File: config.mk
export PLATFORM = sky130hd
export DESIGN_NAME = line_tokenizer
export DESIGN_NICKNAME = d
export VERILOG_FILES = /design/src/ltok_pkg.sv /design/src/ltok_front.sv /design/src/ltok_queue.sv /design/src/ltok_back.sv /design/src/line_tokenizer.sv
export SDC_FILE = /design/constraint.sdc
export NUM_CORES = 1
export LEC_CHECK = 0
export BUFFER_PORTS_ARGS = -buffer_cell sky130_fd_sc_hd__buf_2
export CAP_MARGIN = 10
export CORE_MARGIN = 2
export CORE_UTILIZATION = 25
export CTS_CLUSTER_DIAMETER = 40
export CTS_CLUSTER_SIZE = 8
export DETAILED_ROUTE_END_ITERATION = 8
export SYNTH_ARGS = -nofsm -noshare
export SYNTH_HDL_FRONTEND = slang
export SYNTH_SLANG_ARGS = --single-unit
File: constraint.sdc
create_clock -name clk -period 23.8 [get_ports clk]
set_input_delay 3.57 -clock clk [delete_from_list [all_inputs] [get_ports clk]]
set_output_delay 3.57 -clock clk [all_outputs]
set_load 0.02 [all_outputs]
File: src/ltok_pkg.sv
// shared types and constants of the line tokenizer
// beat payloads, token kinds, character codes and the front-to-back record
`default_nettype none

package ltok_pkg;

	// token kinds; 0 to 9 are the operator characters in OP_CHARS order
	localparam logic [4:0] K_NUMBER = 5'd10;
	localparam logic [4:0] K_IDENT  = 5'd11;
	localparam logic [4:0] K_VAR    = 5'd12;
	localparam logic [4:0] K_PRINT  = 5'd13;
	localparam logic [4:0] K_QUIT   = 5'd14;
	localparam logic [4:0] K_EOL    = 5'd15;
	localparam logic [4:0] K_ERROR  = 5'd16;

	localparam int OP_COUNT = 10;
	localparam logic [7:0] OP_CHARS [OP_COUNT] = '{
		"(", ")", "[", "]", ",", "-", "+", "*", "/", "="
	};

	localparam logic [7:0] CH_ZERO  = "0";
	localparam logic [7:0] CH_NINE  = "9";
	localparam logic [7:0] CH_POINT = ".";
	localparam logic [7:0] CH_NL    = 8'h0A;
	localparam logic [7:0] CH_CR    = 8'h0D;
	localparam logic [7:0] CH_TAB   = 8'h09;
	localparam logic [7:0] CH_SPACE = " ";

	localparam int MANT_W = 54;
	// run length field, wide enough for the longest identifier of the parameter range
	localparam int LEN_W  = 6;

	typedef struct packed {
		logic [7:0] char_in;
		logic       line_last;
	} in_t;

	typedef struct packed {
		logic [4:0]        token_kind;
		logic [MANT_W-1:0] mantissa;
		logic [3:0]        fraction_digits;
		logic [7:0]        ident_char;
		logic              last_of_run;
	} out_t;

	// work for one input beat, in emission order a, b, c, d
	// a: flushed token (number, keyword, error, or identifier run)
	// b: operator or error from the current character
	// c: one-character token opened and closed by the line end
	// d: end of line
	typedef struct packed {
		logic              a_vld;
		logic              a_run;
		logic [4:0]        a_kind;
		logic [MANT_W-1:0] a_mant;
		logic [3:0]        a_frac;
		logic [LEN_W-1:0]  a_len;
		logic              b_vld;
		logic [4:0]        b_kind;
		logic              c_vld;
		logic              c_num;
		logic [7:0]        c_char;
		logic              d_vld;
	} rec_t;

endpackage

`default_nettype wire

File: src/ltok_front.sv
// front part of the line tokenizer: classifies each character beat,
// keeps the scan state and writes a record for each beat that yields work; uses ltok_pkg
`default_nettype none

module ltok_front #(
	parameter int MAX_NUMBER_CHARS = 16,
	parameter int IDENT_LIMIT      = 16
) (
	input  wire logic                  clk,
	input  wire logic                  arst_n,
	input  wire logic                  chr_valid,
	output logic                       chr_ready,
	input  wire ltok_pkg::in_t         chr_data,
	input  wire logic                  q_full,
	output logic                       push,
	output ltok_pkg::rec_t             push_rec,
	output logic [(IDENT_LIMIT-1)*8-1:0] push_run
);
	import ltok_pkg::*;

	localparam int BUF_DEPTH = IDENT_LIMIT - 1;
	localparam int CMAX = (MAX_NUMBER_CHARS > BUF_DEPTH) ? MAX_NUMBER_CHARS : BUF_DEPTH;
	localparam int CW = $clog2(CMAX + 1);
	localparam logic [23:0] KW_VAR   = "var";
	localparam logic [31:0] KW_QUIT  = "quit";
	localparam logic [39:0] KW_PRINT = "print";

	typedef enum logic [3:0] {
		PH_IDLE  = 4'b0001,
		PH_NUM   = 4'b0010,
		PH_IDENT = 4'b0100,
		PH_DROP  = 4'b1000
	} phase_t;

	phase_t            phase_q, phase_n;
	logic [MANT_W-1:0] acc_q, acc_n;
	logic [3:0]        frac_q, frac_n;
	logic              pt_q, pt_n;
	logic [CW-1:0]     chars_q, chars_n;
	logic              tok_q, tok_n;
	logic [7:0]        buf_q [BUF_DEPTH];
	logic [7:0]        buf_eff [BUF_DEPTH];
	logic [7:0]        buf_nxt [BUF_DEPTH];
	logic [7:0]        win [5];

	logic [7:0]        c;
	logic              accept;
	logic              is_dig, is_alpha, is_aln, is_pt, is_nl, is_sp, op_hit;
	logic [4:0]        op_idx;
	logic              wr_ident;
	logic [CW-1:0]     len_eff;
	logic              kw_var, kw_quit, kw_print;
	logic              id_run;
	logic [4:0]        id_kind;
	logic [MANT_W+3:0] prod;
	logic [MANT_W-1:0] acc_dig;
	logic              start_en, fl_id, fresh, fresh_alpha;
	rec_t              rec;

	assign c      = chr_data.char_in;
	assign accept = chr_valid && chr_ready;
	assign chr_ready = !q_full;

	assign is_dig   = (c >= CH_ZERO) && (c <= CH_NINE);
	assign is_alpha = ((c >= "a") && (c <= "z")) || ((c >= "A") && (c <= "Z"));
	assign is_aln   = is_dig || is_alpha;
	assign is_pt    = (c == CH_POINT);
	assign is_nl    = (c == CH_NL);
	assign is_sp    = (c == CH_SPACE) || (c == CH_CR) || (c == CH_TAB);

	always_comb begin
		op_hit = 1'b0;
		op_idx = '0;
		for (int k = 0; k < OP_COUNT; k++) begin
			if (c == OP_CHARS[k]) begin
				op_hit = 1'b1;
				op_idx = 5'(k);
			end
		end
	end

	// digit append, saturating at all ones
	assign prod    = ({4'b0, acc_q} << 3) + ({4'b0, acc_q} << 1) + {{MANT_W{1'b0}}, c[3:0]};
	assign acc_dig = (prod[MANT_W+3:MANT_W] != 4'b0) ? {MANT_W{1'b1}} : prod[MANT_W-1:0];

	// identifier buffer as seen with this character appended
	assign wr_ident = (phase_q == PH_IDENT) && is_aln;
	assign len_eff  = wr_ident ? chars_q + CW'(1) : chars_q;

	always_comb begin
		for (int i = 0; i < BUF_DEPTH; i++) begin
			buf_eff[i] = (wr_ident && (chars_q == CW'(i))) ? c : buf_q[i];
		end
	end

	always_comb begin
		for (int i = 0; i < BUF_DEPTH; i++) begin
			push_run[i*8 +: 8] = buf_eff[i];
		end
	end

	for (genvar i = 0; i < 5; i++) begin : g_win
		if (i < BUF_DEPTH) begin : g_on
			assign win[i] = buf_eff[i];
		end else begin : g_off
			assign win[i] = '0;
		end
	end

	assign kw_var   = (len_eff == CW'(3)) && ({win[0], win[1], win[2]} == KW_VAR);
	assign kw_quit  = (len_eff == CW'(4)) && ({win[0], win[1], win[2], win[3]} == KW_QUIT);
	assign kw_print = (len_eff == CW'(5)) &&
		({win[0], win[1], win[2], win[3], win[4]} == KW_PRINT);

	assign id_run = !(kw_var || kw_quit || kw_print);

	always_comb begin
		priority if (kw_quit) begin
			id_kind = tok_q ? K_ERROR : K_QUIT;
		end else if (kw_var) begin
			id_kind = K_VAR;
		end else if (kw_print) begin
			id_kind = K_PRINT;
		end else begin
			id_kind = K_IDENT;
		end
	end

	always_comb begin
		rec         = '0;
		phase_n     = phase_q;
		acc_n       = acc_q;
		frac_n      = frac_q;
		pt_n        = pt_q;
		chars_n     = chars_q;
		tok_n       = tok_q;
		start_en    = 1'b0;
		fl_id       = 1'b0;
		fresh       = 1'b0;
		fresh_alpha = 1'b0;

		unique case (phase_q)
			PH_NUM: begin
				if (is_dig || is_pt) begin
					if (is_pt) begin
						pt_n = 1'b1;
					end else begin
						acc_n = acc_dig;
						if (pt_q && (frac_q != 4'hF)) begin
							frac_n = frac_q + 4'd1;
						end
					end
					chars_n = chars_q + CW'(1);
					if (chars_n >= CW'(MAX_NUMBER_CHARS)) begin
						rec.a_vld  = 1'b1;
						rec.a_kind = K_NUMBER;
						rec.a_mant = acc_n;
						rec.a_frac = frac_n;
						tok_n      = 1'b1;
						acc_n      = '0;
						frac_n     = '0;
						pt_n       = 1'b0;
						chars_n    = '0;
						phase_n    = PH_IDLE;
					end
				end else begin
					rec.a_vld  = 1'b1;
					rec.a_kind = K_NUMBER;
					rec.a_mant = acc_q;
					rec.a_frac = frac_q;
					tok_n      = 1'b1;
					acc_n      = '0;
					frac_n     = '0;
					pt_n       = 1'b0;
					chars_n    = '0;
					phase_n    = PH_IDLE;
					start_en   = 1'b1;
				end
			end
			PH_IDENT: begin
				if (is_aln) begin
					chars_n = chars_q + CW'(1);
					if (chars_n >= CW'(BUF_DEPTH)) begin
						fl_id = 1'b1;
					end
				end else begin
					fl_id    = 1'b1;
					start_en = !kw_quit;
				end
			end
			PH_IDLE: begin
				start_en = 1'b1;
			end
			PH_DROP: begin
			end
			default: begin
			end
		endcase

		if (fl_id) begin
			rec.a_vld  = 1'b1;
			rec.a_run  = id_run;
			rec.a_kind = id_kind;
			rec.a_len  = LEN_W'(len_eff);
			tok_n      = 1'b1;
			chars_n    = '0;
			phase_n    = kw_quit ? PH_DROP : PH_IDLE;
		end

		if (start_en) begin
			priority if (op_hit) begin
				rec.b_vld  = 1'b1;
				rec.b_kind = op_idx;
				tok_n      = 1'b1;
			end else if (is_sp) begin
			end else if (is_nl) begin
				phase_n = PH_DROP;
			end else if (is_dig) begin
				phase_n = PH_NUM;
				acc_n   = {{(MANT_W-4){1'b0}}, c[3:0]};
				frac_n  = '0;
				pt_n    = 1'b0;
				chars_n = CW'(1);
				fresh   = 1'b1;
			end else if (is_alpha) begin
				phase_n     = PH_IDENT;
				chars_n     = CW'(1);
				fresh       = 1'b1;
				fresh_alpha = 1'b1;
			end else begin
				rec.b_vld  = 1'b1;
				rec.b_kind = K_ERROR;
				phase_n    = PH_DROP;
			end
		end

		if (chr_data.line_last) begin
			if (phase_n == PH_NUM) begin
				if (fresh) begin
					rec.c_vld  = 1'b1;
					rec.c_num  = 1'b1;
					rec.c_char = c;
				end else begin
					rec.a_vld  = 1'b1;
					rec.a_kind = K_NUMBER;
					rec.a_mant = acc_n;
					rec.a_frac = frac_n;
				end
			end else if (phase_n == PH_IDENT) begin
				if (fresh) begin
					rec.c_vld  = 1'b1;
					rec.c_char = c;
				end else begin
					rec.a_vld  = 1'b1;
					rec.a_run  = id_run;
					rec.a_kind = id_kind;
					rec.a_len  = LEN_W'(len_eff);
				end
			end
			rec.d_vld = 1'b1;
			phase_n   = PH_IDLE;
			acc_n     = '0;
			frac_n    = '0;
			pt_n      = 1'b0;
			chars_n   = '0;
			tok_n     = 1'b0;
		end
	end

	always_comb begin
		buf_nxt = buf_eff;
		if (fresh_alpha) begin
			buf_nxt[0] = c;
		end
	end

	assign push_rec = rec;
	assign push     = accept && (rec.a_vld || rec.b_vld || rec.c_vld || rec.d_vld);

	always_ff @(posedge clk or negedge arst_n) begin
		if (!arst_n) begin
			phase_q <= PH_IDLE;
			acc_q   <= '0;
			frac_q  <= '0;
			pt_q    <= 1'b0;
			chars_q <= '0;
			tok_q   <= 1'b0;
		end else if (accept) begin
			phase_q <= phase_n;
			acc_q   <= acc_n;
			frac_q  <= frac_n;
			pt_q    <= pt_n;
			chars_q <= chars_n;
			tok_q   <= tok_n;
		end
	end

	always_ff @(posedge clk) begin
		if (accept) begin
			buf_q <= buf_nxt;
		end
	end

	a_line_end_clears: assert property (@(posedge clk) disable iff (!arst_n)
		accept && chr_data.line_last |=> (phase_q == PH_IDLE) && !tok_q && (chars_q == '0))
		else $error("scan state not cleared after line end");

	a_num_len: assert property (@(posedge clk) disable iff (!arst_n)
		(phase_q == PH_NUM) |-> (chars_q < CW'(MAX_NUMBER_CHARS)))
		else $error("number longer than its limit");

endmodule

`default_nettype wire

File: src/ltok_queue.sv
// two-entry record queue between the front and back parts of the tokenizer
// entries hold a record and the identifier bytes; uses ltok_pkg
`default_nettype none

module ltok_queue #(
	parameter int RUN_W = 120
) (
	input  wire logic             clk,
	input  wire logic             arst_n,
	input  wire logic             push,
	input  wire ltok_pkg::rec_t   push_rec,
	input  wire logic [RUN_W-1:0] push_run,
	input  wire logic             pop,
	output logic                  full,
	output logic                  empty,
	output ltok_pkg::rec_t        head_rec,
	output logic [RUN_W-1:0]      head_run
);
	import ltok_pkg::*;

	localparam int DEPTH = 2;
	localparam int PW = $clog2(DEPTH);

	rec_t             rec_q [DEPTH];
	logic [RUN_W-1:0] run_q [DEPTH];
	logic [PW-1:0]    wr_ptr_q, rd_ptr_q;
	logic [PW:0]      cnt_q;

	assign full     = (cnt_q == (PW+1)'(DEPTH));
	assign empty    = (cnt_q == '0);
	assign head_rec = rec_q[rd_ptr_q];
	assign head_run = run_q[rd_ptr_q];

	always_ff @(posedge clk or negedge arst_n) begin
		if (!arst_n) begin
			wr_ptr_q <= '0;
			rd_ptr_q <= '0;
			cnt_q    <= '0;
		end else begin
			if (push) begin
				wr_ptr_q <= wr_ptr_q + PW'(1);
			end
			if (pop) begin
				rd_ptr_q <= rd_ptr_q + PW'(1);
			end
			if (push && !pop) begin
				cnt_q <= cnt_q + (PW+1)'(1);
			end else if (pop && !push) begin
				cnt_q <= cnt_q - (PW+1)'(1);
			end
		end
	end

	always_ff @(posedge clk) begin
		if (push) begin
			rec_q[wr_ptr_q] <= push_rec;
			run_q[wr_ptr_q] <= push_run;
		end
	end

	a_no_overflow: assert property (@(posedge clk) disable iff (!arst_n)
		push |-> (!full || pop))
		else $error("record queue overflow");

endmodule

`default_nettype wire

File: src/ltok_back.sv
// back part of the line tokenizer: expands one record into token beats
// through a registered output stage; uses ltok_pkg
`default_nettype none

module ltok_back #(
	parameter int IDENT_LIMIT = 16
) (
	input  wire logic                    clk,
	input  wire logic                    arst_n,
	input  wire logic                    empty,
	input  wire ltok_pkg::rec_t          head_rec,
	input  wire logic [(IDENT_LIMIT-1)*8-1:0] head_run,
	output logic                         pop,
	output logic                         tok_valid,
	input  wire logic                    tok_ready,
	output ltok_pkg::out_t               tok_data
);
	import ltok_pkg::*;

	localparam int BUF_DEPTH = IDENT_LIMIT - 1;
	localparam int RUN_W = BUF_DEPTH * 8;
	localparam int IW = $clog2(BUF_DEPTH);

	rec_t             cur_q;
	logic [RUN_W-1:0] run_q;
	logic [IW-1:0]    idx_q;
	out_t             out_q;
	logic             out_vld_q;

	logic pending, adv, last_in_a;
	out_t res;

	assign pending   = cur_q.a_vld || cur_q.b_vld || cur_q.c_vld || cur_q.d_vld;
	assign pop       = !empty && !pending;
	assign adv       = pending && (!out_vld_q || tok_ready);
	assign last_in_a = (LEN_W'(idx_q) == (cur_q.a_len - LEN_W'(1)));

	// next beat is taken from the first slot still open
	always_comb begin
		res = '0;
		priority if (cur_q.a_vld) begin
			if (cur_q.a_run) begin
				res.token_kind  = K_IDENT;
				res.ident_char  = run_q[{idx_q, 3'b000} +: 8];
				res.last_of_run = last_in_a && !cur_q.b_vld && !cur_q.c_vld && !cur_q.d_vld;
			end else begin
				res.token_kind      = cur_q.a_kind;
				res.mantissa        = cur_q.a_mant;
				res.fraction_digits = cur_q.a_frac;
				res.last_of_run     = !cur_q.b_vld && !cur_q.c_vld && !cur_q.d_vld;
			end
		end else if (cur_q.b_vld) begin
			res.token_kind  = cur_q.b_kind;
			res.last_of_run = !cur_q.c_vld && !cur_q.d_vld;
		end else if (cur_q.c_vld) begin
			if (cur_q.c_num) begin
				res.token_kind = K_NUMBER;
				res.mantissa   = {{(MANT_W-4){1'b0}}, cur_q.c_char[3:0]};
			end else begin
				res.token_kind = K_IDENT;
				res.ident_char = cur_q.c_char;
			end
			res.last_of_run = !cur_q.d_vld;
		end else if (cur_q.d_vld) begin
			res.token_kind  = K_EOL;
			res.last_of_run = 1'b1;
		end else begin
			res = '0;
		end
	end

	always_ff @(posedge clk or negedge arst_n) begin
		if (!arst_n) begin
			cur_q     <= '0;
			idx_q     <= '0;
			out_vld_q <= 1'b0;
		end else begin
			if (pop) begin
				cur_q <= head_rec;
				idx_q <= '0;
			end else if (adv) begin
				priority if (cur_q.a_vld) begin
					if (cur_q.a_run && !last_in_a) begin
						idx_q <= idx_q + IW'(1);
					end else begin
						cur_q.a_vld <= 1'b0;
					end
				end else if (cur_q.b_vld) begin
					cur_q.b_vld <= 1'b0;
				end else if (cur_q.c_vld) begin
					cur_q.c_vld <= 1'b0;
				end else begin
					cur_q.d_vld <= 1'b0;
				end
			end
			if (adv) begin
				out_vld_q <= 1'b1;
			end else if (tok_ready) begin
				out_vld_q <= 1'b0;
			end
		end
	end

	always_ff @(posedge clk) begin
		if (pop) begin
			run_q <= head_run;
		end
		if (adv) begin
			out_q <= res;
		end
	end

	assign tok_valid = out_vld_q;
	assign tok_data  = out_q;

	a_record_nonempty: assert property (@(posedge clk) disable iff (!arst_n)
		pop |=> (cur_q.a_vld || cur_q.b_vld || cur_q.c_vld || cur_q.d_vld))
		else $error("empty record reached the back part");

	a_run_index: assert property (@(posedge clk) disable iff (!arst_n)
		cur_q.a_vld && cur_q.a_run |-> (LEN_W'(idx_q) < cur_q.a_len))
		else $error("identifier run index past its length");

endmodule

`default_nettype wire

File: src/line_tokenizer.sv
// top level of the line tokenizer: front scanner, record queue, token emitter
// depends on ltok_pkg, ltok_front, ltok_queue and ltok_back
//
// usage:
//   chr channel (chr_valid/chr_ready/chr_data) carries one character beat with
//   a line_last mark; tok channel (tok_valid/tok_ready/tok_data) carries one
//   token beat, last_of_run set on the final token caused by a character.
//   the front takes a character every cycle while the two-entry record queue
//   has room; characters that cause no token (spaces, identifier and number
//   bodies, dropped line tails) are absorbed without writing a record.
//   the first token of a character leaves the output register after the queue
//   write, the record load and the output load. throughput at the output:
//   one token per cycle within a record while tok_ready is high; a record
//   is loaded only once the previous one is done, and it holds up to
//   IDENT_LIMIT tokens, so a long identifier run holds the queue, then chr_ready.
//   when tok_ready is low the output register holds its beat and the back part
//   waits; the queue keeps filling until full, then chr_ready drops.
//   reset clears the scan state, the queue and the output valid; the
//   identifier buffer is not cleared and needs no clearing.
`default_nettype none

module line_tokenizer #(
	parameter int MAX_NUMBER_CHARS = 16,
	parameter int IDENT_LIMIT      = 16
) (
	input  wire logic           clk,
	input  wire logic           arst_n,
	input  wire logic           chr_valid,
	output logic                chr_ready,
	input  wire ltok_pkg::in_t  chr_data,
	output logic                tok_valid,
	input  wire logic           tok_ready,
	output ltok_pkg::out_t      tok_data
);
	import ltok_pkg::*;

	// identifier bytes travel beside each record
	localparam int RUN_W = (IDENT_LIMIT - 1) * 8;

	logic             q_full, q_empty;
	logic             push, pop;
	rec_t             push_rec, head_rec;
	logic [RUN_W-1:0] push_run, head_run;

	// scanner: one character per cycle while the queue has room, at most one record per character
	ltok_front #(
		.MAX_NUMBER_CHARS(MAX_NUMBER_CHARS),
		.IDENT_LIMIT     (IDENT_LIMIT)
	) u_front (
		.clk      (clk),
		.arst_n   (arst_n),
		.chr_valid(chr_valid),
		.chr_ready(chr_ready),
		.chr_data (chr_data),
		.q_full   (q_full),
		.push     (push),
		.push_rec (push_rec),
		.push_run (push_run)
	);

	// decouples the scanner from token emission
	ltok_queue #(
		.RUN_W(RUN_W)
	) u_queue (
		.clk     (clk),
		.arst_n  (arst_n),
		.push    (push),
		.push_rec(push_rec),
		.push_run(push_run),
		.pop     (pop),
		.full    (q_full),
		.empty   (q_empty),
		.head_rec(head_rec),
		.head_run(head_run)
	);

	// emitter: walks each record one token beat at a time
	ltok_back #(
		.IDENT_LIMIT(IDENT_LIMIT)
	) u_back (
		.clk      (clk),
		.arst_n   (arst_n),
		.empty    (q_empty),
		.head_rec (head_rec),
		.head_run (head_run),
		.pop      (pop),
		.tok_valid(tok_valid),
		.tok_ready(tok_ready),
		.tok_data (tok_data)
	);

endmodule

`default_nettype wire
======== After elaboration in Yosys (flattened, before gate mapping) ========
Memories as Yosys holds them, arrays and structs flattened. A register that Yosys moved wholly into a read port is not among the register bits.
Cells that the tools add are included.
operators by class
  $lt $le $gt $ge ......................... 8
  multiplexer cells ....................... 200
  add/subtract/negate cells ............... 10
  reductions and logical operators ........ 74
  shift operators ......................... 1
  equal/unequal tests ..................... 46
operator list
  operator                                                count
  2-to-1 mux 54 bit                                       13
  2-to-1 mux 8 bit                                        21
  2-to-1 mux 5 bit                                        28
  2-to-1 mux 63 bit                                       2
  2-to-1 mux 4 bit                                        31
  2-to-1 mux 62 bit                                       2
  variable part select 120 x 8 -> 8 bit                   1
  2-to-1 mux 58 bit                                       2
  equality test 8 x 6 -> 1 bit (second input constant)    10
  2-to-1 mux 1 bit                                        78
  2-to-1 mux 72 bit                                       1
  2-to-1 mux 71 bit                                       1
  2-to-1 mux 66 bit                                       1
  2-to-1 mux 59 bit                                       1
  adder 57 x 55 -> 58 bit                                 1
  adder 58 x 4 -> 58 bit                                  1
  2-to-1 mux 6 bit                                        8
  equality test 40 x 39 -> 1 bit (second input constant)  1
  logical AND 1 bit                                       36
  equality test 5 x 4 -> 1 bit (second input constant)    7
  equality test 32 x 31 -> 1 bit (second input constant)  1
  equality test 5 x 3 -> 1 bit (second input constant)    6
  equality test 24 x 23 -> 1 bit (second input constant)  1
  equality test 8 x 4 -> 1 bit (second input constant)    3
  other kinds (39)                                        82
storage, ports and cells
  word-level logic and storage cells ...... 384
  bits in writable memories ............... 416
  output and inout bits ................... 74
  flip-flop bits (word level) ............. 358
  memories ................................ 2
  input port bits ......................... 13
memory list
  name           words  width  rd ports  clocked after Yosys merged registers in  wr ports  line              source
  u_queue.run_q  2      120    1         1                                        1         ltok_queue.sv:25  logic [RUN_W-1:0] run_q [DEPTH];
  u_queue.rec_q  2      88     1         0                                        1         ltok_queue.sv:24  rec_t rec_q [DEPTH];

======== Longest topological paths before layout ========
  depth after elaboration ................. 26
  depth in mapped cells ................... 15
  depth with buffers taken out ............ 15

======== Hierarchy ========
Synthesis repeated with hierarchy kept, for this count alone.
second synthesis, totals
  cells, all modules ...................... 3,331
  area, all modules ....................... 42,782.3 um^2
by module, submodules not included
  module      cells each  instances  sequential area each (um^2)  area an instance (um^2)
  ltok_front  1,835       1          5,331.4                      15,929.0
  ltok_queue  663         1          12,592.1                     15,626.2
  ltok_back   833         1          8,092.8                      11,227.0

======== Least setup slack after synthesis ========
Ideal clock, no wire load.
  kind .................................... input to register
  start ................................... input port chr_data[1] (netlist bit)
  end ..................................... memory u_queue.rec_q[0][0] (netlist bit), enable pin
  arrival time ............................ 14.183 ns
  required time ........................... 22.998 ns
  path slack .............................. 8.815 ns
  stages on the path ...................... 8
  setup time .............................. 0.802 ns
  path buffers ............................ 1
  path through ............................ clkbuf_1 -> nor2b_1 -> a32o_1 -> a21oi_1 -> o21a_1 -> inv_1 -> o31ai_1 -> nor2b_1
between the ends
  longest elaborated chain between the ends .. 24
  elaborated cells between the ends (all ways) .. 101
  classes of those cells .................. 6 x order compare; 19 x eq/ne; 57 x mux; 19 x reduce/logical
ends and longest elaborated chain
  item                                                                                        line                  source
  start: declaration                                                                          line_tokenizer.sv:30  input wire ltok_pkg::in_t chr_data,
  greater-or-equal comparator 8 x 7 -> 1 bit or <= comparator 8 x 7 -> 1 bit (tied branches)  ltok_front.sv:65      assign is_alpha = ((c >= "a") && (c <= "z")) || ((c >= "A") && (c <= "Z"));
  logical AND 1 bit                                                                           ltok_front.sv:65
  logical OR 1 bit                                                                            ltok_front.sv:65
  logical OR 1 bit                                                                            ltok_front.sv:66      assign is_aln = is_dig || is_alpha;
  logical AND 1 bit                                                                           ltok_front.sv:87      assign wr_ident = (phase_q == PH_IDENT) && is_aln;
  logical AND 1 bit                                                                           ltok_front.sv:92      buf_eff[i] = (wr_ident && (chars_q == CW'(i))) ? c : buf_q[i];
  2-to-1 mux 8 bit                                                                            ltok_front.sv:92
  equality test 32 x 31 -> 1 bit                                                              ltok_front.sv:111     assign kw_quit = (len_eff == CW'(4)) && ({win[0], win[1], win[2], win[3]} == KW_QUIT);
  [7 not listed]                                                                              -
  2-to-1 mux 7 bit                                                                            ltok_front.sv:249     end else if (phase_n == PH_IDENT) begin
  2-to-1 mux 1 bit                                                                            ltok_front.sv:238     if (phase_n == PH_NUM) begin
  2-to-1 mux 71 bit                                                                           ltok_front.sv:237     if (chr_data.line_last) begin
  logical OR 1 bit                                                                            ltok_front.sv:278     assign push = accept && (rec.a_vld || rec.b_vld || rec.c_vld || rec.d_vld);
  logical OR 1 bit * (2 in series)                                                            ltok_front.sv:278
  logical AND 1 bit *                                                                         ltok_front.sv:278
  2-to-1 mux 1 bit *                                                                          ltok_queue.sv:55      if (push) begin
  2-to-1 mux 1 bit (not written as such) *                                                    ltok_queue.sv:56      rec_q[wr_ptr_q] <= push_rec;
  end: declaration                                                                            ltok_queue.sv:24
Mark *: on every way between the ends. The rest lies on a longest branch, timed or not.

==> results.yml <==
critical_path:
  worst_r2r_path_depth: 10
  critPathLaunchType: "primary input"
  r2r-end: "u_queue.run_q[0][103]"
  worstSetupPathType: "primary input to register"
  cp_max_fo: 27
  worst-endpoint-arrival_ns: 8.67
  r2r_slack_ns: 18.69
  end_kind: "register"
  reg2reg_from: "u_front.chars_q[0]"
  setup.worst_path.end: "u_queue.rec_q[0][82]"
  critPathLaunch: "chr_data[6]"
  critical_path_required_ns: 24.25
timing:
  min_period_ns: 8.216
  hold_viol: 0
  whs_ns: 0.4691
  final.period_utilization_pct: 34.52
  skew_ns: 0.02374
  drv_slew: 0
  grt_setup_unrepaired: "false"
  setup_ws_ns: 15.58
  fmaxAchievable_ghz: 0.1217
  fin_setup_tns_ns: 0
  worst_pin_slew_ns: 1.151
  maxSlewHeadroom_pct: 23.25
  setup_viol: 0
synthesis:
  synth_top_area_share_pct: 53.91
  netlist.top_cell.by_area: "edfxtp_1"
  synth_seq_cells: 891
  syn_area_um2: 40440
  yosys-top-cells-count: "726 x edfxtp_1, 308 x nand2_1, 257 x o21ai_0"
  yosysWarnings: 0
  synth.avg_cell_area_um2: 13.45
  syn_inst: 3007
  synth_edf_count: 726
  synth_ff_type: "edfxtp_1"
  netlist-cell-type-count: 92
  ys_seq_area_share_pct: 64.13
  synth.most_common_cell: "edfxtp_1"
  synth-async-reset-ratio_pct: 18.52
  synthTopCellsByArea: "edfxtp_1 54%, dfrtp_1 10%, mux2_2 5.7%, ha_1 3.7%, o21ai_0 3.2%"
cts:
  cts_resized: 0
  numCtsBuffers: 136
  cts_setup_buffers: 0
  root_buffer: "clkbuf_16"
  cts_tree: "done"
  clock_sinks: 891
  cts_buffer_depth: 3
  path_clk_slew_ns: 0.05
  clk-insertion-delay-late_ns: 0.75
  h-tree-depth: 4
  cts_hold_repair.buffers: 0
power_and_ir_drop:
  peakVddDrop_v: 0.00009754
  p_per_area_nw_per_um2: 110.0
  p_leak_nw: 16.01
route:
  first_pass_iters: 7
  finalWirelength_um: 104000
  drc: 0
  routed-via-count: 25200
  post_drt_wl_per_cell_um: 19.44
  vias_per_cell: 4.709
  drtIter0Drc: 2304
  ant_nets: 0
final_layout:
  fill_cells: 16120
  seq_area_um2: 25940
  multi_input_area_um2: 13850
  stdcell_area_um2: 47450
  layout.nets: 3256
  syn2layout_area_growth_pct: 17.35
  layout-drive-gt1-share_pct: 17.96
  post-route-util_pct: 29.55
placement:
  dpl.hpwl_um: 65430
  pre_cts_slack_ns: 14.88
  io_buffer_count: 86
  globalplace.congestion: 0.8739
  placed_area_um2: 43430
die:
  start_util_pct: 25.18
  rows: 147
  core_um2: 160600
  die_y_um: 406.2
  die_w_um: 406.2
  die-area_um2: 165000
  ios: 87
worst_hold_path:
  hold_class: "register to register"
  min_from: "u_back.cur_q[76]"
global_routing:
  grt_max_degree: 159
  grt_pass1_wl_um: 157300
  gr-usage-all-layers_pct: 12.49
  overflow: 0
  grt_pass1_vias: 25180
  antenna_found_initial: 7
run_status:
  outcome: "finished, final reports clean"
job:
  cap_violations: 0
through the flow:
step | total power (W) | instances
finish | 0.005220 | 5352
global route | 0.005470 | 5351
CTS | 0.005283 | 5351
detailed placement | 0.003485 | 5145
global placement | 0.003468 | 5145
floorplan | 0.003107 | 3008
sequential cells by signal, summed over array words and instances (netlist names), 5 cells and up:
signal,count
u_back.cur_q,87
u_back.run_q,120
u_back.tok_data,72
u_front.acc_q,54
u_front.buf_q,120
u_front.chars_q,5
u_queue.rec_q,174
u_queue.run_q,240
worst max-delay path, stage by stage:
cell and delay (ns):
buf_2 0.58, nor3b_4 0.52, nand3_2 0.48, o31ai_2 0.32, nand4_1 0.70, mux2i_1 0.55, o21ai_1 0.14, or3b_1 0.38
or3_1 0.32, or4b_1 0.72, o311ai_2 0.19, a31oi_1 0.17
where the power goes:
group / total, W / switching, W / internal, W
Sequential: 0.00231 / 0.000161 / 0.00215
Clock: 0.00178 / 0.000696 / 0.00108
Combinational: 0.00113 / 0.000793 / 0.000340
Total: 0.00522 / 0.00165 / 0.00357
how the worst min path moves through the flow:
stage | endpoint | slack (ns) | cells after the start
final | u_back.cur_q[76] | 0.47 | 2
after global routing | u_back.cur_q[66] | 0.50 | 2
after CTS | u_back.cur_q[23] | 0.48 | 2
after detailed placement | u_back.cur_q[23] | 0.47 | 2
after global placement | u_back.cur_q[23] | 0.45 | 2
after floorplan | u_back.cur_q[23] | 0.44 | 2
final cells by class:
type | instances | share of cell area (%)
Antenna cell | 1 | 0.005273
Clock buffer | 180 | 7.670
Clock inverter | 26 | 0.8121
Inverter | 39 | 0.3243
Multi-Input combinational cell | 1927 | 29.19
Sequential cell | 891 | 54.66
Tap cell | 2160 | 5.695
Timing Repair Buffer | 128 | 1.637
cell usage in the layout, fill, tap and decap left out, drive strengths merged, types with 30 or more instances in the layout:
master | netlist | layout
nor2 | 162 | 162
nor3 | 30 | 30
ha | 118 | 118
nand2 | 308 | 308
o21ai | 262 | 262
mux2 | 205 | 205
dfrtp | 164 | 164
mux4 | 32 | 32
edfxtp | 726 | 726
mux2i | 106 | 106
nor2b | 39 | 39
and2 | 75 | 75
buf | 24 | 128
a21oi | 122 | 122
xnor2 | 42 | 42
clkbuf | 127 | 180
inv | 39 | 47
routing by layer:
| layer | part of all wire [%] | up-vias | global-route usage, % |
|---|---|---|---|
| met2 | 47 | 746 | 19.83 |
| met5 | 0.050 | - | 0 |
| met3 | 6.4 | 176 | 2.979 |
| met1 | 44 | 12720 | 16.56 |
| met4 | 2.7 | 8 | 4.422 |
| li1 | - | 11560 | - |
logic make-up (layout without fill, tap and decap cells):
kind of cell    after synthesis  in the layout  share of synthesized area (%)
compound gates              623            623                          9.521
xor+xnor                     70             70                          1.516
fa+ha+maj                   121            121                          3.775
buf+inv                     190            373                          1.810
flops                       891            891                          64.13
mux                         343            343                          10.11
other cells                   1              3                       0.009274
simple gates                768            768                          9.128
(Power assumes the default switching activity.)
